[config.mk]
export PLATFORM = sky130hd
export DESIGN_NAME = rrt_cell
export DESIGN_NICKNAME = d
export VERILOG_FILES = /design/src/rtl/core/region_registration_table_core_macros.svh /design/src/rtl/core/rrt_pkg.sv /design/src/rtl/core/rrt_cell.sv
export SDC_FILE = /design/constraint.sdc
export NUM_CORES = 1
export LEC_CHECK = 0
export BUFFER_PORTS_ARGS = -buffer_cell sky130_fd_sc_hd__buf_2
export CAP_MARGIN = 20
export CORE_AREA = 4 4 326 328
export CTS_BUF_LIST = sky130_fd_sc_hd__clkbuf_16
export DETAILED_ROUTE_END_ITERATION = 7
export DIE_AREA = 0 0 330 332
export GPL_TIMING_DRIVEN = 0
export PLACE_DENSITY = 0.43
export SYNTH_ARGS = -nofsm -noshare
export SYNTH_HDL_FRONTEND = slang
export SYNTH_SLANG_ARGS = --single-unit
[constraint.sdc]
create_clock -name clk -period 5.1 [get_ports clk]
set_input_delay 1.275 -clock clk [delete_from_list [all_inputs] [get_ports clk]]
set_output_delay 1.275 -clock clk [all_outputs]
set_load 0.05 [all_outputs]
[src/rtl/core/region_registration_table_core_macros.svh]
// ---------------------------------------------------------------------------
// Region registration table assertion macros
// Shared concurrent assertion forms, clocked on clk, disabled in reset.
// ---------------------------------------------------------------------------
`ifndef REGION_REGISTRATION_TABLE_CORE_MACROS_SVH
`define REGION_REGISTRATION_TABLE_CORE_MACROS_SVH

// check that a condition implies another in the same cycle
`define RRT_ASSERT_IMP(lbl, ante, cons) \
	lbl: assert property (@(posedge clk) disable iff (!arst_n) (ante) |-> (cons)) \
	else $error("region table check failed");

// check that a condition holds in every cycle
`define RRT_ASSERT_ALWAYS(lbl, cond) \
	lbl: assert property (@(posedge clk) disable iff (!arst_n) (cond)) \
	else $error("region table check failed");

`endif

[src/rtl/core/rrt_pkg.sv]
// ---------------------------------------------------------------------------
// Region registration table package
// Shared codes, control structs and parameter defaults.
// ---------------------------------------------------------------------------
`default_nettype none

package rrt_pkg;

	localparam int TABLE_ENTRIES_DEF = 64;
	localparam int RANK_COUNT_DEF    = 256;
	localparam int ADDRESS_WIDTH_DEF = 48;
	localparam int LENGTH_WIDTH_DEF  = 40;
	localparam int RANK_W            = 8;

	typedef enum logic [1:0] {
		FN_CONTAIN   = 2'd0,
		FN_INTERSECT = 2'd1,
		FN_INSERT    = 2'd2,
		FN_REMOVE    = 2'd3
	} func_t;

	typedef enum logic [1:0] {
		ST_OK        = 2'd0,
		ST_NOT_FOUND = 2'd1,
		ST_FULL      = 2'd2,
		ST_DUP       = 2'd3
	} status_t;

	// control part of the beat walking the chain
	typedef struct packed {
		logic  tok;
		func_t func;
		logic  rank_ok;
		logic  found;
		logic  free_found;
	} ctl_t;

	// table update broadcast to all cells
	typedef struct packed {
		logic en;
		logic clear;
	} wr_t;

endpackage

`default_nettype wire

[src/rtl/core/rrt_cell.sv]
// ---------------------------------------------------------------------------
// Region registration table cell
// Holds one table entry and advances the query beat by one cell.
// ---------------------------------------------------------------------------
`default_nettype none

module rrt_cell #(
	parameter int IDX           = 0,
	parameter int SW            = 6,
	parameter int ADDRESS_WIDTH = 48,
	parameter int LENGTH_WIDTH  = 40
) (
	input  wire                      clk,
	input  wire                      arst_n,
	input  rrt_pkg::ctl_t            ctl_in,
	input  wire [rrt_pkg::RANK_W-1:0] rank_in,
	input  wire [ADDRESS_WIDTH-1:0]  base_in,
	input  wire [((ADDRESS_WIDTH > LENGTH_WIDTH) ? ADDRESS_WIDTH : LENGTH_WIDTH):0] qend_in,
	input  wire [LENGTH_WIDTH-1:0]   len_in,
	input  wire [ADDRESS_WIDTH-1:0]  mapped_in,
	input  wire                      dev_in,
	input  wire [SW-1:0]             bslot_in,
	input  wire [ADDRESS_WIDTH-1:0]  bbase_in,
	input  wire [LENGTH_WIDTH-1:0]   blen_in,
	input  wire [ADDRESS_WIDTH-1:0]  bmapped_in,
	input  wire                      bdev_in,
	input  wire [SW-1:0]             fslot_in,
	output rrt_pkg::ctl_t            ctl_out,
	output logic [rrt_pkg::RANK_W-1:0] rank_out,
	output logic [ADDRESS_WIDTH-1:0] base_out,
	output logic [((ADDRESS_WIDTH > LENGTH_WIDTH) ? ADDRESS_WIDTH : LENGTH_WIDTH):0] qend_out,
	output logic [LENGTH_WIDTH-1:0]  len_out,
	output logic [ADDRESS_WIDTH-1:0] mapped_out,
	output logic                     dev_out,
	output logic [SW-1:0]            bslot_out,
	output logic [ADDRESS_WIDTH-1:0] bbase_out,
	output logic [LENGTH_WIDTH-1:0]  blen_out,
	output logic [ADDRESS_WIDTH-1:0] bmapped_out,
	output logic                     bdev_out,
	output logic [SW-1:0]            fslot_out,
	input  rrt_pkg::wr_t             wr,
	input  wire [SW-1:0]             wr_slot,
	input  wire [rrt_pkg::RANK_W-1:0] wr_rank,
	input  wire [ADDRESS_WIDTH-1:0]  wr_base,
	input  wire [LENGTH_WIDTH-1:0]   wr_len,
	input  wire [ADDRESS_WIDTH-1:0]  wr_mapped,
	input  wire                      wr_dev,
	output logic                     valid_out
);
	import rrt_pkg::*;

	localparam int EW = ((ADDRESS_WIDTH > LENGTH_WIDTH) ? ADDRESS_WIDTH : LENGTH_WIDTH) + 1;

	logic                     valid_q;
	logic [RANK_W-1:0]        owner_q;
	logic [ADDRESS_WIDTH-1:0] base_q;
	logic [LENGTH_WIDTH-1:0]  len_q;
	logic [ADDRESS_WIDTH-1:0] mapped_q;
	logic                     dev_q;

	ctl_t                     ctl_s1;
	logic [RANK_W-1:0]        rank_s1;
	logic [ADDRESS_WIDTH-1:0] base_s1;
	logic [EW-1:0]            qend_s1;
	logic [LENGTH_WIDTH-1:0]  len_s1;
	logic [ADDRESS_WIDTH-1:0] mapped_s1;
	logic                     dev_s1;
	logic [SW-1:0]            bslot_s1;
	logic [ADDRESS_WIDTH-1:0] bbase_s1;
	logic [LENGTH_WIDTH-1:0]  blen_s1;
	logic [ADDRESS_WIDTH-1:0] bmapped_s1;
	logic                     bdev_s1;
	logic [SW-1:0]            fslot_s1;

	logic [EW-1:0] rbeg, qbeg, rend;
	logic          own, cand, take, free_take;
	ctl_t          ctl_d;

	always_comb begin
		rbeg = EW'(base_q);
		qbeg = EW'(base_in);
		rend = EW'(base_q) + EW'(len_q);
		own  = valid_q && (owner_q == rank_in);
		case (ctl_in.func)
			FN_CONTAIN:   cand = own && (rbeg <= qbeg) && (qend_in <= rend);
			FN_INTERSECT: cand = own && (((qbeg <= rbeg) && (rbeg < qend_in)) ||
				((qbeg < rend) && (rend <= qend_in)));
			default:      cand = own && (base_q == base_in);
		endcase
		// contain keeps the lowest base, intersect the highest, exact the first
		case (ctl_in.func)
			FN_CONTAIN:   take = cand && (!ctl_in.found || (base_q < bbase_in));
			FN_INTERSECT: take = cand && (!ctl_in.found || (base_q > bbase_in));
			default:      take = cand && !ctl_in.found;
		endcase
		free_take = !valid_q && !ctl_in.free_found;
		ctl_d            = ctl_in;
		ctl_d.found      = ctl_in.found || take;
		ctl_d.free_found = ctl_in.free_found || free_take;
	end

	// hold the entry; update on a broadcast write to this slot
	always_ff @(posedge clk or negedge arst_n) begin
		if (!arst_n) begin
			valid_q <= 1'b0;
		end else if (wr.en && (wr_slot == SW'(IDX))) begin
			valid_q <= !wr.clear;
		end
	end

	always_ff @(posedge clk) begin
		if (wr.en && !wr.clear && (wr_slot == SW'(IDX))) begin
			owner_q  <= wr_rank;
			base_q   <= wr_base;
			len_q    <= wr_len;
			mapped_q <= wr_mapped;
			dev_q    <= wr_dev;
		end
	end

	// advance the beat
	always_ff @(posedge clk or negedge arst_n) begin
		if (!arst_n) begin
			ctl_s1 <= '0;
		end else begin
			ctl_s1 <= ctl_d;
		end
	end

	always_ff @(posedge clk) begin
		rank_s1   <= rank_in;
		base_s1   <= base_in;
		qend_s1   <= qend_in;
		len_s1    <= len_in;
		mapped_s1 <= mapped_in;
		dev_s1    <= dev_in;
		if (take) begin
			bslot_s1   <= SW'(IDX);
			bbase_s1   <= base_q;
			blen_s1    <= len_q;
			bmapped_s1 <= mapped_q;
			bdev_s1    <= dev_q;
		end else begin
			bslot_s1   <= bslot_in;
			bbase_s1   <= bbase_in;
			blen_s1    <= blen_in;
			bmapped_s1 <= bmapped_in;
			bdev_s1    <= bdev_in;
		end
		fslot_s1 <= free_take ? SW'(IDX) : fslot_in;
	end

	assign ctl_out     = ctl_s1;
	assign rank_out    = rank_s1;
	assign base_out    = base_s1;
	assign qend_out    = qend_s1;
	assign len_out     = len_s1;
	assign mapped_out  = mapped_s1;
	assign dev_out     = dev_s1;
	assign bslot_out   = bslot_s1;
	assign bbase_out   = bbase_s1;
	assign blen_out    = blen_s1;
	assign bmapped_out = bmapped_s1;
	assign bdev_out    = bdev_s1;
	assign fslot_out   = fslot_s1;
	assign valid_out   = valid_q;

endmodule

`default_nettype wire

==> results of run 1 <==
## timing repair
| item | in CTS | in global routing |
|---|---|---|
| cloned | 3 | 0 |
| buffers inserted | 45 | 9 |
| endpoints found under the setup margin | 144 | 144 |
| pin swaps | 30 | 12 |
| resized for setup | 109 | 19 |
## state kept, by name (all words and copies together), names as in the netlist, 48 cells and up
signal,count
base_q,48
base_out,48
bbase_out,48
mapped_out,48
bmapped_out,48
mapped_q,48
qend_out,49
## kinds of logic after synthesis
logic type,share of synthesized area [%]
xor+xnor,2.37
flops,53.1
compound gates,9.55
buf+inv,4.26
fa+ha+maj,16.4
simple gates,7.24
mux,7.08
## layer usage
metal  part of all wire, %  vias to the layer above  global-route usage [%]
met4                   2.8                       12                    4.45
met5                 0.097                        -                       0
li1                      -                     8483                       -
met2                    50                      662                    29.3
met1                    39                     8061                    19.0
met3                   7.6                      164                    4.51
## cells in the mapped netlist, drive strengths merged (7+ instances only)
cell,count
and3,7
nor2,63
dfrtp,7
nand4,44
mux2,91
a211oi,22
buf,18
nor2b,22
nand2,59
inv,196
a2111oi,7
o211ai,7
a21oi,90
ha,279
xor2,25
dfxtp,343
mux2i,47
xnor2,33
a31oi,13
edfxtp,145
nand2b,11
nor3,19
and4,8
nor4,10
o21a,9
a21o,50
o21ai,65
nand3,34
and2,9
## final cells by class
cell class,count,area [µm²]
repair buffers,918,4980
flip-flops and latches,495,11400
multi-input cells,1089,9590
clock inverters,50,340
well taps,1380,1730
fillers,10900,72600
inverters,196,736
clock buffers,59,1480
plain buffers,21,314
diodes,13,32.5
## final timing paths
kind                                                 to  slack [ns]  depth (start not counted)
max in group asynchronous          ctl_out[0]$_DFF_PN0_        4.33                          1
worst min-delay path            bmapped_out[42]$_DFF_P_        0.47                          1
worst max-delay path               blen_out[31]$_DFF_P_       -0.78                         27
min in group asynchronous          ctl_out[1]$_DFF_PN0_        0.53                          1
worst min register to register  bmapped_out[42]$_DFF_P_        0.47                          1
worst max register to register     blen_out[31]$_DFF_P_       -0.78                         27
## through the flow
step | setup TNS, ns | setup WS, ns | instances | power, W | instance area [µm²]
after global placement | -545.54 | -2.99 | 4036 | 0.00564 | 27500
after floorplan | 0 | 0.0517 | 1803 | 0.00512 | 21500
final | -95.75 | -0.781 | 4221 | 0.00951 | 30600
after detailed placement | -395.79 | -2.92 | 4044 | 0.00564 | 27600
after global routing | -134.75 | -1.05 | 4213 | 0.00991 | 30600
after CTS | -101.19 | -0.811 | 4201 | 0.00968 | 30400
## power by group through the flow
stage,Clock [W],Sequential (W),Combinational [W]
final,0.00395,0.00424,0.00132
after global routing,0.00424,0.00425,0.00142
after CTS,0.00410,0.00424,0.00134
after detailed placement,0,0.00432,0.00132
after global placement,0,0.00432,0.00132
after floorplan,0,0.00485,0.000265
==> results.sh, run 1 <==
export IMPL_cap_viol_max_count=0
export IMPL_holdCritStartpoint="mapped_q[42]$_DFFE_PP_"
export IMPL_status="finished, violations left"
export IMPL_yosysSeqAreaShare_pct=53.1
export IMPL_grt_pass1_vias=18000
export IMPL_min_period_over_period_pct=115
export IMPL_synth_top_area_share_pct=32.0
export IMPL_netlist_top_cell_by_area="dfxtp_1"
export IMPL_cellLeakagePower_nw=14.8
export IMPL_cts_hold_buffers=0
export IMPL_cpPeakStageDelay_ns=0.45
export IMPL_cts_tree="built"
export IMPL_slew_violations=0
export IMPL_clk_pin_slew_ns=0.06
export IMPL_gp_congestion=0.807
export IMPL_worst_setup_path_end_kind="register"
export IMPL_hold_viol_final=0
export IMPL_synth_top_flop_cell="dfxtp_1"
export IMPL_r2r_start="base_q[0]$_DFFE_PP_"
export IMPL_cts_sinks=495
export IMPL_slew_headroom_pct=31.3
export IMPL_area_delta_synth_final_pct=42.6
export IMPL_syn_avg_cell_area_um2=11.9
export IMPL_clk_path_buf_depth=3
export IMPL_crit_type="reg2reg"
export IMPL_power_density_nw_per_um2=311
export IMPL_antenna_left=0
export IMPL_grt_pass1_wl_um=127000
export IMPL_dr_pass1_iters=5
export IMPL_min_period_ns=5.88
export IMPL_clkPwrFrac_pct=41.5
export IMPL_layout_drive_gt1_share_pct=41.5
export IMPL_die_h_um=332
export IMPL_synth_nets=2587
export IMPL_clock_latency_ns=0.66
export IMPL_wire_per_inst_um=22.1
export IMPL_rsz0062_at_grt="true"
export IMPL_setup_viol=144
export IMPL_switchingPower_w=0.00270
export IMPL_synth_seq_cells=495
export IMPL_synth_warnings=0
export IMPL_cts_root_buf="clkbuf_16"
export IMPL_cpLargestDelayFamily="compound AO/OA/AOI/OAI gates"
export IMPL_netlist_area_um2=21400
export IMPL_cts_buffers_inserted=58
export IMPL_critical_path_peak_fanout=5
export IMPL_final_common_cell="buf_2"
export IMPL_tightest_slew_ns=1.02
export IMPL_io_buffer_count=853
export IMPL_ios=854
export IMPL_die_w_um=330
export IMPL_p_seq_share_pct=44.6
export IMPL_violations="negative setup slack"
export IMPL_cp_num_buf_inv=5
export IMPL_combPwrFrac_pct=13.9
export IMPL_setup_ws_ns=-0.781
export IMPL_grt_usage_pct=16.3
export IMPL_drcViolationCount=0
export IMPL_cp_common_cell="a21o_1"
export IMPL_die_area_um2=110000
export IMPL_final_cell_mix="buf_2 (854), dfxtp_1 (343), ha_1 (267)"
export IMPL_grt_max_degree=30
export IMPL_hold_slack_ns=0.470
export IMPL_utilization_pct=29.6
export IMPL_viasPerCell=4.12
export IMPL_p_int_w=0.00681
export IMPL_antenna_found_initial=52
export IMPL_worstPathRequired_ns=5.61
export IMPL_drtIter0Drc=762
export IMPL_synth_edff_count=145
export IMPL_clock_skew_ns=0.0491
export IMPL_synthCells=1803
export IMPL_cp_arrival_ns=6.39
export IMPL_worstSetupStartpointType="register"
export IMPL_htree_levels=2
export IMPL_synth_distinct_cells=67
export IMPL_synth_area_leaders="dfxtp_1 (32%), edfxtp_1 (20%), ha_1 (16%), mux2_2 (4.5%), inv_1 (3.4%)"
export IMPL_hold_class="reg2reg"
export IMPL_cp_slowest_cell="nor4_4"
export IMPL_finalWirelength_um=93200
export IMPL_swShare_pct=28.4
export IMPL_vias=17400
export IMPL_dpl_hpwl_um=79000
export IMPL_start_util_pct=20.8
export IMPL_ir_worst_vdd_uv=279
export IMPL_row_count=118
export IMPL_async_flop_share_pct=1.41
export IMPL_critical_path_startpoint="base_q[0]$_DFFE_PP_"
export IMPL_fmaxAchievable_mhz=170
export IMPL_core_area_um2=103000
export IMPL_grt_overflow=0
export IMPL_layout_nets=3563
(Power assumes the default switching activity.)
==> run 2, diff against run 1 <==
Settings changed: CTS_BUF_LIST sky130_fd_sc_hd__clkbuf_16 to default, REMOVE_ABC_BUFFERS from default to 1.
==> run 2 against run 1 <==
The run still ends with negative setup slack left. Register-to-register slack got worse by 0.05 ns. Core utilization rose by 0.41 points. Global-route usage fell by 0.42 points. Hold slack got worse by 0.0033 ns. Power rose by 3.4%. Largest power group is now the clock network. Critical path depth rose by 1. Largest cell class unchanged. Critical endpoint is now bmapped_out[30]$_DFF_P_. Clock skew fell by 0.013 ns. Combinational power barely moved. First-iteration DRC count fell by 7.9%.
==> results.sh, run 2 (synthesized netlist as in run 1, its figures left out) <==
export IMPL_status="finished, violations left"
export IMPL_violations="negative setup slack"
export IMPL_htree_levels=2
export IMPL_worst_setup_path_end_kind="register"
export IMPL_final_common_cell="buf_2"
export IMPL_hold_viol_final=0
export IMPL_dp_cells=4030
export IMPL_setup_tns_ns=-102.49
export IMPL_vias=17300
export IMPL_ff2ff_path_depth=28
export IMPL_ios=854
export IMPL_dpl_hpwl_um=75600
export IMPL_total_power_w=0.00983
export IMPL_cp_arrival_ns=6.46
export IMPL_die_area_um2=110000
export IMPL_antenna_found_initial=33
export IMPL_holdCritStartpoint="mapped_q[4]$_DFFE_PP_"
export IMPL_antenna_left=0
export IMPL_hold_slack_ns=0.467
export IMPL_hold_class="reg2reg"
export IMPL_area_delta_synth_final_pct=44.6
export IMPL_cts_buffers_inserted=59
export IMPL_layout_nets=3580
export IMPL_fmaxAchievable_mhz=169
export IMPL_r2r_start="base_q[0]$_DFFE_PP_"
export IMPL_row_count=118
export IMPL_gp_congestion=0.812
export IMPL_final_cell_mix="buf_2 (854), dfxtp_1 (343), ha_1 (267)"
export IMPL_grt_pass1_wl_um=126000
export IMPL_cp_slowest_cell="edfxtp_1"
export IMPL_crit_type="reg2reg"
export IMPL_viasPerCell=4.10
export IMPL_grt_max_degree=30
export IMPL_clock_latency_ns=0.65
export IMPL_finalWirelength_um=90800
export IMPL_layout_drive_gt1_share_pct=42.6
export IMPL_dr_pass1_iters=4
export IMPL_power_density_nw_per_um2=317
export IMPL_die_w_um=330
export IMPL_cts_root_buf="clkbuf_16"
export IMPL_filler_cell_count=10900
export IMPL_worstSetupStartpointType="register"
export IMPL_slew_headroom_pct=37.4
export IMPL_tightest_slew_ns=0.937
export IMPL_clk_pin_slew_ns=0.07
export IMPL_cp_common_cell="a21o_1"
export IMPL_worstPathRequired_ns=5.62
export IMPL_setup_ws_ns=-0.834
export IMPL_min_period_over_period_pct=116
export IMPL_critical_path_peak_fanout=8
export IMPL_cts_hold_buffers=0
export IMPL_grt_pass1_vias=18000
export IMPL_grt_usage_pct=15.9
export IMPL_drtIter0Drc=702
export IMPL_io_buffer_count=853
export IMPL_rsz0062_at_grt="true"
export IMPL_slew_violations=0
export IMPL_setup_viol=144
export IMPL_cts_sinks=495
export IMPL_ir_worst_vdd_uv=285
export IMPL_cap_viol_max_count=0
export IMPL_grt_overflow=0
export IMPL_min_to="bmapped_out[4]$_DFF_P_"
export IMPL_r2r_end="bmapped_out[30]$_DFF_P_"
export IMPL_place_ws_ns=-3.45
export IMPL_min_period_ns=5.93
export IMPL_cpPeakStageDelay_ns=0.47
export IMPL_cts_tree="built"
export IMPL_drcViolationCount=0
export IMPL_core_area_um2=103000
export IMPL_wire_per_inst_um=21.5
export IMPL_clock_skew_ns=0.0356
export IMPL_fin_cells=4234
export IMPL_largest_register_ffs=49
export IMPL_reg2reg_slack_ns=-0.83
export IMPL_die_h_um=332
export IMPL_clk_path_buf_depth=3
export IMPL_cellLeakagePower_nw=15.0
export IMPL_start_util_pct=20.8
export IMPL_whs_path_depth=1
==> run 2: changes by cell type in the layout (fill, tap and decap cells not counted), moves of 4 or more <==
cell | before | now
clkbuf_8 | 0 | 12
clkbuf_16 | 59 | 64
clkbuf_1 | 4 | 17
buf_8 | 4 | 9
mux2_2 | 85 | 81
buf_6 | 4 | 15
mux2_4 | 6 | 10
clkinv_1 | 10 | 0
diode_2 | 13 | 8
inv_1 | 215 | 196
==> run 2: metrics by stage <==
step / instance area (µm²) / util, %
2_1_floorplan: 21300 / -
3_3_place_gp: 27300 / 26.4
3_5_place_dp: 27600 / 26.8
4_1_cts: 30700 / 29.8
5_1_grt: 31000 / 30.0
6_report: 31000 / 30.1
==> run 2: where the power goes <==
group | leakage, nW | internal (W) | total, W | switching [W]
clock | 0.975 | 0.00247 | 0.00427 | 0.00180
combinational | 9.70 | 0.000402 | 0.00132 | 0.000920
sequential | 4.28 | 0.00420 | 0.00424 | 0.0000392
==> run 2: cell type report <==
type                    count  area, µm²  share of cell area, %
diodes                      8       20.0                 0.0645
clock buffers              91       1780                   5.74
clock inverters            20        206                  0.666
inverters                 196        736                   2.37
multi-input cells        1089       9610                   31.0
flip-flops and latches    495      11400                   36.7
well taps                1380       1730                   5.57
repair buffers            955       5540                   17.9
==> run 2: repair_timing <==
action / 4_1_cts / 5_1_grt
cloned: 3 / 2
buffers inserted: 60 / 29
endpoints found under the hold margin: 0 / 0
resized for setup: 119 / 35
endpoints found under the setup margin: 144 / 144
pin swaps: 36 / 5
==> run 2: worst max path at each step <==
stage	to	cells past startpoint	slack, ns	from
5_1_grt	bmapped_out[30]$_DFF_P_	27	-1.14	len_q[10]$_DFFE_PP_
3_5_place_dp	bdev_out$_DFF_P_	25	-3.45	base_q[12]$_DFFE_PP_
3_3_place_gp	bbase_out[11]$_DFF_P_	19	-15.05	base_q[12]$_DFFE_PP_
4_1_cts	bmapped_out[30]$_DFF_P_	27	-0.96	len_q[11]$_DFFE_PP_
6_report	bmapped_out[30]$_DFF_P_	28	-0.83	base_q[0]$_DFFE_PP_
2_1_floorplan	bdev_out$_DFF_P_	21	-6.32	base_q[0]$_DFFE_PP_
==> run 2: critical path, delay by kind of cell (launching register included) <==
family                   cells  cell delay, ns
AO/OA/AOI/OAI               17            3.08
XOR/XNOR                     1            0.16
adder cells (fa/ha/maj)      3            0.92
buffers and inverters        5            0.78
flip-flops                   1            0.47
multiplexers                 1            0.31
AND/OR/NAND/NOR              1            0.08
==> run 2: layer usage <==
layer	wire length [µm]	GRT usage [%]	vias to the layer above
met2	46800	29.4	611
met4	1650	3.27	14
met3	6040	3.90	124
li1	-	-	8499
met5	96	0	-
met1	36300	18.5	8101
